`src/rtl/qtl_pkg.sv`:
```
// Shared types, codes and widths for the quantized transport launch block.
// No dependencies; imported by every module under rtl/.
package qtl_pkg;

    localparam int QUANT_WIDTH   = 23;
    localparam logic [QUANT_WIDTH-1:0] QUANT_RESET = 23'd262144;
    localparam int POS_WIDTH_DEF = 48;
    localparam int OPC_WIDTH     = 2;
    localparam int ACT_WIDTH     = 2;
    localparam int RUN_WIDTH     = 2;
    localparam int RES_WIDTH     = ACT_WIDTH + RUN_WIDTH + 1;
    localparam int M_TDATA_WIDTH = ((RES_WIDTH + 7) / 8) * 8;

    typedef enum logic [OPC_WIDTH-1:0] {
        OPC_NONE    = 2'd0,
        OPC_PLAY    = 2'd1,
        OPC_STOP    = 2'd2,
        OPC_REALIGN = 2'd3
    } qtl_opcode_t;

    typedef enum logic [ACT_WIDTH-1:0] {
        ACT_NONE    = 2'd0,
        ACT_START   = 2'd1,
        ACT_STOP    = 2'd2,
        ACT_RESTART = 2'd3
    } qtl_action_t;

    localparam logic [RUN_WIDTH-1:0] RUN_STOPPED = 2'd0;
    localparam logic [RUN_WIDTH-1:0] RUN_ARMED   = 2'd1;
    localparam logic [RUN_WIDTH-1:0] RUN_RUNNING = 2'd2;

    typedef enum logic [2:0] {
        MODE_STOPPED = 3'b001,
        MODE_ARMED   = 3'b010,
        MODE_RUNNING = 3'b100
    } qtl_mode_t;

    // Everything the transport state needs to decide one item.
    typedef struct packed {
        qtl_opcode_t opcode;
        logic        beat_valid;
        logic        prev_valid;
        logic        on_grid;
        logic        crossed;
    } qtl_eval_t;

    typedef struct packed {
        qtl_action_t           action;
        logic [RUN_WIDTH-1:0]  run_state;
        logic                  realign_pending;
    } qtl_result_t;

    function automatic logic [RUN_WIDTH-1:0] run_code(input qtl_mode_t m);
        logic [RUN_WIDTH-1:0] c;
        unique case (m)
            MODE_STOPPED: c = RUN_STOPPED;
            MODE_ARMED:   c = RUN_ARMED;
            MODE_RUNNING: c = RUN_RUNNING;
            default:      c = RUN_STOPPED;
        endcase
        return c;
    endfunction

endpackage

```
`src/rtl/quantized_transport_launch_core.sv`:
```
// Top level of the quantized transport launch block: stream ports, sequencer, beat history.
// Depends on qtl_pkg, qtl_serial_div and qtl_transport_state.
//
//  channel  | direction | payload                                   | handshake
//  ---------+-----------+-------------------------------------------+------------------
//  s_       | in        | tdata: opcode, beat_position; tuser: valid | tvalid / tready
//  m_       | out       | tdata: action, run_state, realign_pending  | tvalid / tready
//  cfg_     | in        | quantum_length                             | cfg_we, no wait
//
// Each item passes through the two bit-serial dividers, which resolve one quotient bit per cycle,
// and its result is formed once both dividers have finished.
// One item is in work at a time; the next is taken as soon as the previous result has
// moved into the output register, even while that result still waits for m_tready.
// aresetn is synchronous, active low: mode stopped, no pending realign, no beat history,
// quantum back to 4.0 beats. A stall on m_tready holds the finished item in the last step.
module quantized_transport_launch_core #(
    parameter int POS_WIDTH = qtl_pkg::POS_WIDTH_DEF
) (
    input  logic aclk,
    input  logic aresetn,

    input  logic                                 cfg_we,
    input  logic [qtl_pkg::QUANT_WIDTH-1:0]      cfg_wdata,   // quantum_length

    input  logic                                 s_tvalid,
    output logic                                 s_tready,
    // [1:0] opcode, [POS_WIDTH+1:2] beat_position, rest zero
    input  logic [((qtl_pkg::OPC_WIDTH+POS_WIDTH+7)/8)*8-1:0] s_tdata,
    input  logic                                 s_tuser,     // [0] beat_valid

    output logic                                 m_tvalid,
    input  logic                                 m_tready,
    // [1:0] action, [3:2] run_state, [4] realign_pending, rest zero
    output logic [qtl_pkg::M_TDATA_WIDTH-1:0]    m_tdata
);
    import qtl_pkg::*;

    typedef enum logic [2:0] {
        SQ_IDLE   = 3'b001,
        SQ_DIV    = 3'b010,
        SQ_FINISH = 3'b100
    } seq_state_t;

    seq_state_t                  seq_reg, seq_next;
    logic [QUANT_WIDTH-1:0]      quantum_reg;
    qtl_opcode_t                 opc_reg;
    logic                        bvalid_reg;
    logic                        pvalid_item_reg;   // history flag seen by this item
    logic [POS_WIDTH-1:0]        prev_pos_reg;
    logic                        prev_valid_reg;
    logic                        m_tvalid_reg;
    logic [M_TDATA_WIDTH-1:0]    m_tdata_reg;

    logic                        accept;
    logic                        out_free;
    logic                        commit;
    logic                        done_now, done_prev;
    logic [POS_WIDTH:0]          floor_now, floor_prev;
    logic                        remz_now, remz_prev;
    logic                        q_zero;
    qtl_eval_t                   ev;
    qtl_result_t                 res;

    assign s_tready = (seq_reg == SQ_IDLE);
    assign accept   = s_tvalid & s_tready;
    assign out_free = ~m_tvalid_reg | m_tready;
    assign commit   = (seq_reg == SQ_FINISH) & out_free;
    assign q_zero   = (quantum_reg == '0);

    // Divide the new beat and the stored beat in lockstep.
    qtl_serial_div #(.W(POS_WIDTH), .QW(QUANT_WIDTH)) u_div_now (
        .aclk     (aclk),
        .aresetn  (aresetn),
        .start    (accept),
        .dividend (s_tdata[POS_WIDTH+OPC_WIDTH-1:OPC_WIDTH]),
        .divisor  (quantum_reg),
        .done     (done_now),
        .floor_q  (floor_now),
        .rem_zero (remz_now)
    );

    qtl_serial_div #(.W(POS_WIDTH), .QW(QUANT_WIDTH)) u_div_prev (
        .aclk     (aclk),
        .aresetn  (aresetn),
        .start    (accept),
        .dividend (prev_pos_reg),
        .divisor  (quantum_reg),
        .done     (done_prev),
        .floor_q  (floor_prev),
        .rem_zero (remz_prev)
    );

    // A zero quantum crosses on every tick and never lands on the grid.
    always_comb begin
        ev.opcode     = opc_reg;
        ev.beat_valid = bvalid_reg;
        ev.prev_valid = pvalid_item_reg;
        ev.on_grid    = ~q_zero & remz_now;
        ev.crossed    = q_zero | ($signed(floor_now) > $signed(floor_prev)) | ev.on_grid;
    end

    qtl_transport_state u_state (
        .aclk    (aclk),
        .aresetn (aresetn),
        .commit  (commit),
        .ev      (ev),
        .res     (res)
    );

    always_comb begin
        seq_next = seq_reg;
        unique case (seq_reg)
            SQ_IDLE:   if (accept) seq_next = SQ_DIV;
            SQ_DIV:    if (done_now && done_prev) seq_next = SQ_FINISH;
            SQ_FINISH: if (commit) seq_next = SQ_IDLE;
            default:   seq_next = SQ_IDLE;
        endcase
    end

    always_ff @(posedge aclk) begin
        if (!aresetn) begin
            seq_reg        <= SQ_IDLE;
            quantum_reg    <= QUANT_RESET;
            prev_valid_reg <= 1'b0;
            prev_pos_reg   <= '0;
            m_tvalid_reg   <= 1'b0;
        end else begin
            seq_reg <= seq_next;
            if (cfg_we) quantum_reg <= cfg_wdata;
            // Advance the beat history on every accepted item.
            if (accept) begin
                prev_valid_reg <= 1'b1;
                prev_pos_reg   <= s_tdata[POS_WIDTH+OPC_WIDTH-1:OPC_WIDTH];
            end
            if (commit)        m_tvalid_reg <= 1'b1;
            else if (m_tready) m_tvalid_reg <= 1'b0;
        end
    end

    // Item fields and the result word carry no reset.
    always_ff @(posedge aclk) begin
        if (accept) begin
            opc_reg         <= qtl_opcode_t'(s_tdata[OPC_WIDTH-1:0]);
            bvalid_reg      <= s_tuser;
            pvalid_item_reg <= prev_valid_reg;
        end
        if (commit) begin
            m_tdata_reg <= {{(M_TDATA_WIDTH-RES_WIDTH){1'b0}},
                            res.realign_pending, res.run_state, res.action};
        end
    end

    assign m_tvalid = m_tvalid_reg;
    assign m_tdata  = m_tdata_reg;

    a_accept_starts_div: assert property (@(posedge aclk) disable iff (!aresetn)
        accept |=> seq_reg == SQ_DIV && !done_now)
        else $error("accepted item did not start the dividers");

    a_div_lockstep: assert property (@(posedge aclk) disable iff (!aresetn)
        done_now == done_prev)
        else $error("dividers out of step");

    a_commit_fills_output: assert property (@(posedge aclk) disable iff (!aresetn)
        commit |=> m_tvalid && s_tready)
        else $error("finished item not moved to the output register");

endmodule

```
`src/rtl/qtl_serial_div.sv`:
```
// Bit-serial restoring divider: floor(signed dividend / unsigned divisor) and remainder-zero flag.
// One quotient bit per cycle; depends on qtl_pkg.
module qtl_serial_div #(
    parameter int W  = qtl_pkg::POS_WIDTH_DEF,
    parameter int QW = qtl_pkg::QUANT_WIDTH
) (
    input  logic         aclk,
    input  logic         aresetn,
    input  logic         start,
    input  logic [W-1:0] dividend,
    input  logic [QW-1:0] divisor,
    output logic         done,
    output logic [W:0]   floor_q,
    output logic         rem_zero
);
    import qtl_pkg::*;

    localparam int CW = $clog2(W);

    typedef enum logic [3:0] {
        D_IDLE  = 4'b0001,
        D_SHIFT = 4'b0010,
        D_FIX   = 4'b0100,
        D_DONE  = 4'b1000
    } div_state_t;

    div_state_t      st_reg, st_next;
    logic [CW-1:0]   cnt_reg;
    logic [QW-1:0]   rem_reg;
    logic [QW-1:0]   div_reg;
    logic [W-1:0]    dvd_reg;
    logic            neg_reg;
    logic [W:0]      quo_reg;
    logic            remz_reg;

    logic [QW+1:0]   trial;
    logic            fits;
    logic [W-1:0]    mag;
    logic [W:0]      q_ext;
    logic [W:0]      fixed_q;

    always_comb begin
        trial   = {1'b0, rem_reg, dvd_reg[W-1]} - {2'b00, div_reg};
        fits    = ~trial[QW+1];
        mag     = dividend[W-1] ? (~dividend + {{(W-1){1'b0}}, 1'b1}) : dividend;
        q_ext   = {1'b0, dvd_reg};
        // negative: floor = -(Q + (rem != 0))
        if (!neg_reg) begin
            fixed_q = q_ext;
        end else if (|rem_reg) begin
            fixed_q = ~q_ext;
        end else begin
            fixed_q = (~q_ext) + {{W{1'b0}}, 1'b1};
        end
    end

    always_comb begin
        st_next = st_reg;
        if (start) begin
            st_next = D_SHIFT;
        end else begin
            unique case (st_reg)
                D_IDLE:  st_next = D_IDLE;
                D_SHIFT: if (cnt_reg == '0) st_next = D_FIX;
                D_FIX:   st_next = D_DONE;
                D_DONE:  st_next = D_DONE;
                default: st_next = D_IDLE;
            endcase
        end
    end

    always_ff @(posedge aclk) begin
        if (!aresetn) begin
            st_reg <= D_IDLE;
        end else begin
            st_reg <= st_next;
        end
    end

    always_ff @(posedge aclk) begin
        if (start) begin
            cnt_reg <= CW'(W - 1);
            rem_reg <= '0;
            div_reg <= divisor;
            dvd_reg <= mag;
            neg_reg <= dividend[W-1];
        end else if (st_reg == D_SHIFT) begin
            cnt_reg <= cnt_reg - {{(CW-1){1'b0}}, 1'b1};
            rem_reg <= fits ? trial[QW-1:0] : {rem_reg[QW-2:0], dvd_reg[W-1]};
            dvd_reg <= {dvd_reg[W-2:0], fits};
        end else if (st_reg == D_FIX) begin
            quo_reg  <= fixed_q;
            remz_reg <= ~(|rem_reg);
        end
    end

    assign done     = (st_reg == D_DONE);
    assign floor_q  = quo_reg;
    assign rem_zero = remz_reg;

endmodule

```
`src/rtl/qtl_transport_state.sv`:
```
// Transport mode and pending-realign registers with the per-item decision logic.
// Depends on qtl_pkg for codes, the mode enum and the eval/result structs.
module qtl_transport_state (
    input  logic                 aclk,
    input  logic                 aresetn,
    input  logic                 commit,
    input  qtl_pkg::qtl_eval_t   ev,
    output qtl_pkg::qtl_result_t res
);
    import qtl_pkg::*;

    qtl_mode_t   mode_reg, mode_next;
    logic        realign_reg, realign_next;
    qtl_action_t action;

    always_comb begin
        mode_next    = mode_reg;
        realign_next = realign_reg;
        action       = ACT_NONE;
        unique case (ev.opcode)
            OPC_STOP: begin
                if (mode_reg == MODE_RUNNING) action = ACT_STOP;
                mode_next    = MODE_STOPPED;
                realign_next = 1'b0;
            end
            OPC_PLAY: begin
                if (mode_reg != MODE_RUNNING) begin
                    if (!ev.beat_valid || ev.on_grid) begin
                        mode_next = MODE_RUNNING;
                        action    = ACT_START;
                    end else begin
                        mode_next = MODE_ARMED;
                    end
                end
            end
            OPC_REALIGN: begin
                if (mode_reg == MODE_RUNNING && ev.beat_valid) begin
                    if (ev.on_grid) action = ACT_RESTART;
                    else            realign_next = 1'b1;
                end
            end
            OPC_NONE: begin
                if (mode_reg == MODE_ARMED) begin
                    if (!ev.beat_valid || (ev.prev_valid && ev.crossed)) begin
                        mode_next = MODE_RUNNING;
                        action    = ACT_START;
                    end
                end else if (realign_reg && mode_reg == MODE_RUNNING) begin
                    if (ev.beat_valid && ev.prev_valid && ev.crossed) begin
                        realign_next = 1'b0;
                        action       = ACT_RESTART;
                    end
                end
            end
        endcase
    end

    always_ff @(posedge aclk) begin
        if (!aresetn) begin
            mode_reg    <= MODE_STOPPED;
            realign_reg <= 1'b0;
        end else if (commit) begin
            mode_reg    <= mode_next;
            realign_reg <= realign_next;
        end
    end

    assign res.action          = action;
    assign res.run_state       = run_code(mode_next);
    assign res.realign_pending = realign_next;

    a_realign_only_running: assert property (@(posedge aclk) disable iff (!aresetn)
        realign_reg |-> mode_reg == MODE_RUNNING)
        else $error("realign pending outside running mode");

    a_start_enters_running: assert property (@(posedge aclk) disable iff (!aresetn)
        commit && action == ACT_START |=> mode_reg == MODE_RUNNING)
        else $error("start reported without entering running mode");

    a_stop_from_running: assert property (@(posedge aclk) disable iff (!aresetn)
        commit && action == ACT_STOP |-> mode_reg == MODE_RUNNING)
        else $error("stop reported while not running");

endmodule
```
`config.mk`:
```
export PLATFORM = sky130hd
export DESIGN_NAME = quantized_transport_launch_core
export DESIGN_NICKNAME = d
export VERILOG_FILES = /design/src/rtl/qtl_pkg.sv /design/src/rtl/quantized_transport_launch_core.sv /design/src/rtl/qtl_serial_div.sv /design/src/rtl/qtl_transport_state.sv
export SDC_FILE = /design/constraint.sdc
export NUM_CORES = 1
export LEC_CHECK = 0
export BUFFER_PORTS_ARGS = -buffer_cell sky130_fd_sc_hd__buf_2
export CELL_PAD_IN_SITES_DETAIL_PLACEMENT = 2
export CELL_PAD_IN_SITES_GLOBAL_PLACEMENT = 2
export CORE_ASPECT_RATIO = 0.5
export CORE_MARGIN = 1
export CORE_UTILIZATION = 40
export DETAILED_ROUTE_END_ITERATION = 6
export GPL_ROUTABILITY_DRIVEN = 0
export PLACE_DENSITY = 0.9
export SLEW_MARGIN = 5
export SYNTH_ARGS = -nofsm -noshare
export SYNTH_HDL_FRONTEND = slang
export SYNTH_SLANG_ARGS = --single-unit
```
`constraint.sdc`:
```
create_clock -name aclk -period 3.8 [get_ports aclk]
set_input_delay 0.38 -clock aclk [delete_from_list [all_inputs] [get_ports aclk]]
set_output_delay 0.38 -clock aclk [all_outputs]
set_load 0.02 [all_outputs]
```
==> out/qor.txt, run 1 <==
Kind of cell adding the most delay to the critical path: simple AND/OR/NAND/NOR gates
Start point of the worst min-delay path: cfg_wdata[18]
Worst-case headroom to the max-slew limit: 22.4%
Final WS setup: -122 ps
Bufs on Longest Clock Path: 3
Global routing usage summed across all routing layers: 37.1%
Data required time at the worst endpoint: 4120 ps
WL/cell: 35.1 um
Min-Delay Path Class: in -> reg
Total clock sinks: 375
Number of cell rows: 59
Flip-flop and latch count after synthesis: 375
Number of H-tree levels: 2
Minimum setup slack among reg-to-reg paths: -120 ps
Count of max-cap constraint violations: 0
Sequential area share after synthesis: 45.7%
Most frequent cells in the layout: 306 x nand2_1, 229 x edfxtp_1, 214 x o21ai_0, 142 x dfxtp_1, 121 x xnor2_1
Final critical path time including I/O delays and setup: 3920 ps
Most common library cell in the layout ignoring fill and taps: nand2_1
Cell area after placement: 0.0228 sq mm
Top_reg_cell synth: edfxtp_1
Total of warnings raised by yosys: 0
Worst-path maximum fanout: 6
Global-route wire length before repair: 153000 um
RSZ-0062 raised after global routing: true
Number of enable flip-flop cells after synthesis: 229
Critical path class: reg -> reg
Overall die width: 329 um
Reg-to-reg startpoint: u_div_prev.dvd_reg[9]$_DFFE_PP_
Area of the multi-input gates: 0.0112 sq mm
Vias in the first global route: 22.0k
Cell-by-cell trace of the critical path: or4_1 > or3_4 > nand2b_1 > or3_1 > nor2_4 > nand3_4 > or4_4 > o31ai_4 > xnor2_1
Power density cells: 468 mW/mm^2
Ratio of final minimum period to clock period: 103%
Fraction of final layout cells sized beyond drive strength 1: 13.5%
Depth of the worst register-to-register path: 9
Maximum clock rate: 255 MHz
Largest net degree at the start of global routing: 139
Buffers and inverters on the worst path: 0
TritonCTS buffer count: 38
Run status: finished with violations
Flip-flop and latch area: 0.00980 sq mm
Critical path data arrival time: 4240 ps
Number of stages on the worst hold path: 3
Initial antenna violation count: 11
Worst-path cell with the longest stage delay: or4_4
FILL cells: 5365
Number of remaining DRC errors: 0
Total leakage power: 0.00937 uW
Delay of the slowest cell on the worst path: 600 ps
Core ar.: 0.0524 sq mm
Max VDD drop: 0.373 mV
Full die area: 0.0545 sq mm
Total of buffers placed on input and output ports: 85
End point of the worst hold path: quantum_reg[18]$_SDFFE_PN1P_
Final hold vios: 0
Worst setup SP type: flop
Cell count after synthesis: 2224
Ports: 95
Syn avg cell area: 9.63 sq um
FFs w/ async S/R, synth: 0%
Area of the mapped netlist: 0.0214 sq mm
Reg2reg end: u_div_prev.floor_q[45]$_DFFE_PP_
Root Buffer Master: clkbuf_16
Violated checks: negative setup slack
Maximum clock skew at final layout: 44.4 ps
TritonCTS clock tree: done
Length of the first detailed-routing pass in iterations: 6
Clock transition at the registers of the reported paths: 70 ps
Synth-to-Final Area Change: 14.7%
Unique masters post-synth: 77
DP HPWL: 56900 um
Count of nets left with antenna violations after detail routing: 0
Nets@finish: 2509
Element type at the critical path end: flop
Worst path depth: 9
Final non-filler cell area: 0.0246 sq mm
Overall overflow remaining after global route: 0
Measured slew at the worst slew-check pin: 1160 ps
Post-detailed-route via-to-cell ratio: 6.79
Starting Density: 40.9%
Final Setup Violations: 13
Minimum setup slack after placement: -178 ps
Via count: 20.7k
Worst skew pair latency: 590 ps
Final Routed Wirelength: 107000 um
Number of DRC violations after detailed-routing iteration 0: 2457
Max-slew violation total from the final report: 0
Height of the die: 166 um
[routing by layer]
metal	vias up	global-route usage [%]	wire [um]
li1	8219	-	-
met1	10400	42.8	39100
met2	1459	62.8	50900
met3	612	7.62	8280
met4	10	23.9	8570
met5	-	0	63
[cell type report]
| cell class | instances | area share (%) |
|---|---|---|
| inverters | 108 | 1.66 |
| clock buffers | 54 | 4.53 |
| diodes | 5 | 0.0509 |
| flip-flops and latches | 375 | 39.9 |
| clock inverters | 13 | 0.545 |
| repair buffers | 153 | 4.06 |
| well taps | 701 | 3.57 |
| multi-input cells | 1643 | 45.7 |
[worst max path at each step]
stage                                              from                               end  slack [ps]
finish                  u_div_prev.dvd_reg[9]$_DFFE_PP_  u_div_prev.floor_q[45]$_DFFE_PP_        -120
global route            u_div_now.floor_q[10]$_DFFE_PP_              m_tdata[0]$_DFFE_PP_        -210
CTS                 u_div_prev.rem_reg[22]$_SDFFE_PP0N_  u_div_prev.floor_q[45]$_DFFE_PP_           8
detailed placement         prev_pos_reg[7]$_SDFFE_PN0P_  u_div_prev.dvd_reg[43]$_DFFE_PP_        -180
global placement                             s_tdata[8]   u_div_now.dvd_reg[45]$_DFFE_PP_          90
floorplan               u_div_now.floor_q[26]$_DFFE_PP_              m_tdata[0]$_DFFE_PP_         440
[stage by stage]
stage / power (uW) / cells / util, % / hold slack, ps / TNS, ps
floorplan: 6120 / 2226 / - / 409 / 0
global placement: 6630 / 2966 / 43.6 / 413 / 0
detailed placement: 6890 / 2966 / 43.6 / 444 / -1260
CTS: 11000 / 3037 / 46.3 / 36.4 / 0
global route: 11600 / 3050 / 46.9 / 38.6 / -1090
finish: 11500 / 3052 / 46.9 / 36.4 / -468
[synth_stat cells, types with 32 or more instances]
cell type  number  area share [%]
inv_1         107             1.9
o21ai_0       222             5.2
nor2b_1        34            0.99
dfxtp_1       146              14
o31ai_1        58             2.0
nor2_1         73             1.3
mux2i_1        51             2.4
a21boi_0       52             1.8
xnor2_1       122             5.0
nand2_1       308             5.4
a21oi_1       107             2.5
nor3_1         32            0.75
edfxtp_1      229              32
or3_1          37             1.1
ha_1          103             6.0
clkbuf_1       89             1.6
xor2_1        104             4.3
[report_power, final]
part | switching (uW) | total (uW) | leakage [uW] | internal [uW]
clock | 1990 | 4190 | 0.000619 | 2200
combinational | 1530 | 2260 | 0.00540 | 730
sequential | 396 | 5050 | 0.00335 | 4660
[tightest hold or removal path, stage by stage]
cell     delay (ps)
buf_2            80
mux2i_1          60
nand2_1          60
[kinds of logic after synthesis]
kind of cell | count (synthesis) | share of synthesized area (%)
AOI/OAI and AO/OA | 591 | 17.2
xor gates and xnor gates | 226 | 9.24
adders and majority gates | 105 | 6.20
buffers and inverters | 208 | 3.70
DFF | 375 | 45.7
muxes | 52 | 2.44
other | 1 | 0.0175
and+or+nand+nor | 666 | 15.4
[what timing repair did]
| item | 4_1_cts | 5_1_grt |
|---|---|---|
| hold buffers | 3 | 0 |
| pin swaps | 1 | 17 |
| hold endpoints to repair | 3 | 0 |
| gates resized for setup | 25 | 51 |
| setup buffers | 1 | 10 |
| setup endpoints to repair | 28 | 64 |
(Power assumes the default switching activity.)
==> run 2, diff against run 1 <==
--- a/config.mk
+++ b/config.mk
@@ -10,10 +10,11 @@
 export CELL_PAD_IN_SITES_GLOBAL_PLACEMENT = 2
 export CORE_ASPECT_RATIO = 0.5
 export CORE_MARGIN = 1
-export CORE_UTILIZATION = 40
+export CORE_UTILIZATION = 37
 export DETAILED_ROUTE_END_ITERATION = 6
 export GPL_ROUTABILITY_DRIVEN = 0
-export PLACE_DENSITY = 0.9
+export MAX_ROUTING_LAYER = met4
+export PLACE_DENSITY_LB_ADDON = 0.1
 export SLEW_MARGIN = 5
 export SYNTH_ARGS = -nofsm -noshare
 export SYNTH_HDL_FRONTEND = slang
==> constraint.sdc (replaced) <==
create_clock -name aclk -period 3.5 [get_ports aclk]
set_input_delay 0.35 -clock aclk [delete_from_list [all_inputs] [get_ports aclk]]
set_output_delay 0.35 -clock aclk [all_outputs]
set_load 0.02 [all_outputs]
==> out/qor.txt, run 2 (synthesized netlist as in run 1, its figures left out) <==
Count of max-cap constraint violations: 0
Ports: 95
Largest net degree at the start of global routing: 123
Most common library cell in the layout ignoring fill and taps: nand2_1
Vias in the first global route: 18.9k
Total clock sinks: 375
Starting Density: 38.0%
Final Routed Wirelength: 69500 um
Global-route wire length before repair: 109000 um
Number of DRC violations after detailed-routing iteration 0: 846
Data required time at the worst endpoint: 3800 ps
Element type at the critical path end: flop
Final hold vios: 0
Critical path data arrival time: 3880 ps
Post-layout power: 11700 uW
Overall die width: 342 um
Maximum clock skew at final layout: 33.2 ps
WL/cell: 21.8 um
Number of remaining DRC errors: 16
Final critical path time including I/O delays and setup: 3580 ps
Number of cell rows: 61
Final WS setup: -84.8 ps
Minimum setup slack among reg-to-reg paths: -80 ps
Number of stages on the worst hold path: 3
Clock transition at the registers of the reported paths: 70 ps
TritonCTS buffer count: 38
Post-route non-filler standard cell count: 3190
Routing layer with the top usage in global route: met2
Number of H-tree levels: 2
Violated checks: design-rule violations, negative setup slack
Final Setup Violations: 11
Max VDD drop: 0.273 mV
Total leakage power: 0.00983 uW
Met3 global-route usage: 3.17%
Count of nets left with antenna violations after detail routing: 0
Worst skew pair latency: 570 ps
Length of the first detailed-routing pass in iterations: 6
Final total negative setup slack: -514 ps
Bufs on Longest Clock Path: 3
Power density cells: 459 mW/mm^2
Most frequent cells in the layout: 305 x nand2_1, 229 x edfxtp_1, 215 x o21ai_0, 144 x dfxtp_1, 137 x buf_4
Run status: finished with violations
DP HPWL: 50500 um
Global routing usage summed across all routing layers: 24.4%
Fraction of final layout cells sized beyond drive strength 1: 16.5%
Measured slew at the worst slew-check pin: 840 ps
Height of the die: 172 um
Overall overflow remaining after global route: 0
Max-slew violation total from the final report: 0
Via count: 17.5k
Fraction of met2 tracks used by global routing: 42.8%
Initial antenna violation count: 3
Root Buffer Master: clkbuf_16
Worst hold slack: 37.1 ps
TritonCTS clock tree: done
Core ar.: 0.0563 sq mm
Worst-path maximum fanout: 4
Post-detailed-route via-to-cell ratio: 5.49
Nets@finish: 2593
Maximum clock rate: 279 MHz
Full die area: 0.0589 sq mm
Depth of the worst register-to-register path: 11
Ratio of final minimum period to clock period: 102%
Worst-case headroom to the max-slew limit: 43.4%
Synth-to-Final Area Change: 18.5%
Worst setup SP type: flop
Total of buffers placed on input and output ports: 85
Critical path class: reg -> reg
RSZ-0062 raised after global routing: true
GR met1 Demand/Resource: 29.5%
Minimum setup slack after placement: -356 ps
Min-Delay Path Class: in -> reg
Cell total after placement: 3106
run 2: per-stage QoR:
stage / utilization [%] / instance area [sq um]
floorplan: - / 21400
global placement: 41.8 / 23600
detailed placement: 41.8 / 23600
CTS: 44.5 / 25000
global route: 45.1 / 25400
finish: 45.1 / 25400
run 2: worst paths after layout:
path | from | endpoint
hold / removal | cfg_wdata[16] | quantum_reg[16]$_SDFFE_PN0P_
setup / recovery | u_div_prev.rem_reg[21]$_SDFFE_PP0N_ | u_div_prev.floor_q[38]$_DFFE_PP_
setup reg to reg | u_div_prev.rem_reg[21]$_SDFFE_PP0N_ | u_div_prev.floor_q[38]$_DFFE_PP_
hold reg to reg | quantum_reg[2]$_SDFFE_PN0P_ | u_div_prev.div_reg[2]$_DFFE_PP_
run 2: power by group:
group          leakage [uW]  internal [uW]  total, uW  switching (uW)
sequential          0.00335           5060       5350             296
clock              0.000602           2330       4200            1870
combinational       0.00588            864       2110            1240
run 2: timing repair:
action                     CTS  global route
buffers inserted             5             4
hold endpoints to repair     4             0
setup endpoints to repair   37            79
pin swaps                    5            13
hold buffers                 4             0
resized for setup           32            62
run 2: metal layers:
| layer | vias up | wire length, um |
|---|---|---|
| li1 | 8402 | - |
| met1 | 8865 | 31200 |
| met2 | 169 | 34900 |
| met3 | 89 | 1730 |
| met4 | 0 | 1770 |
| met5 | - | 0 |
run 2: cell type report:
| class | count | area, sq um |
|---|---|---|
| well taps | 756 | 946 |
| inverters | 108 | 408 |
| multi-input cells | 1643 | 11300 |
| repair buffers | 237 | 1670 |
| flip-flops and latches | 375 | 9800 |
| clock inverters | 12 | 96.3 |
| fillers | 5995 | 30900 |
| clock buffers | 57 | 1140 |
| diodes | 2 | 5.00 |
run 2: critical path: stages, from the launching register on:
cell and delay, ps:
dfxtp_2 330, nor4_4 270, buf_4 150, nand4_1 80
buf_4 170, or4_4 510, or4_4 470, or3_4 420
nand3b_4 180, or4_4 470, o31ai_4 190, xnor2_1 90
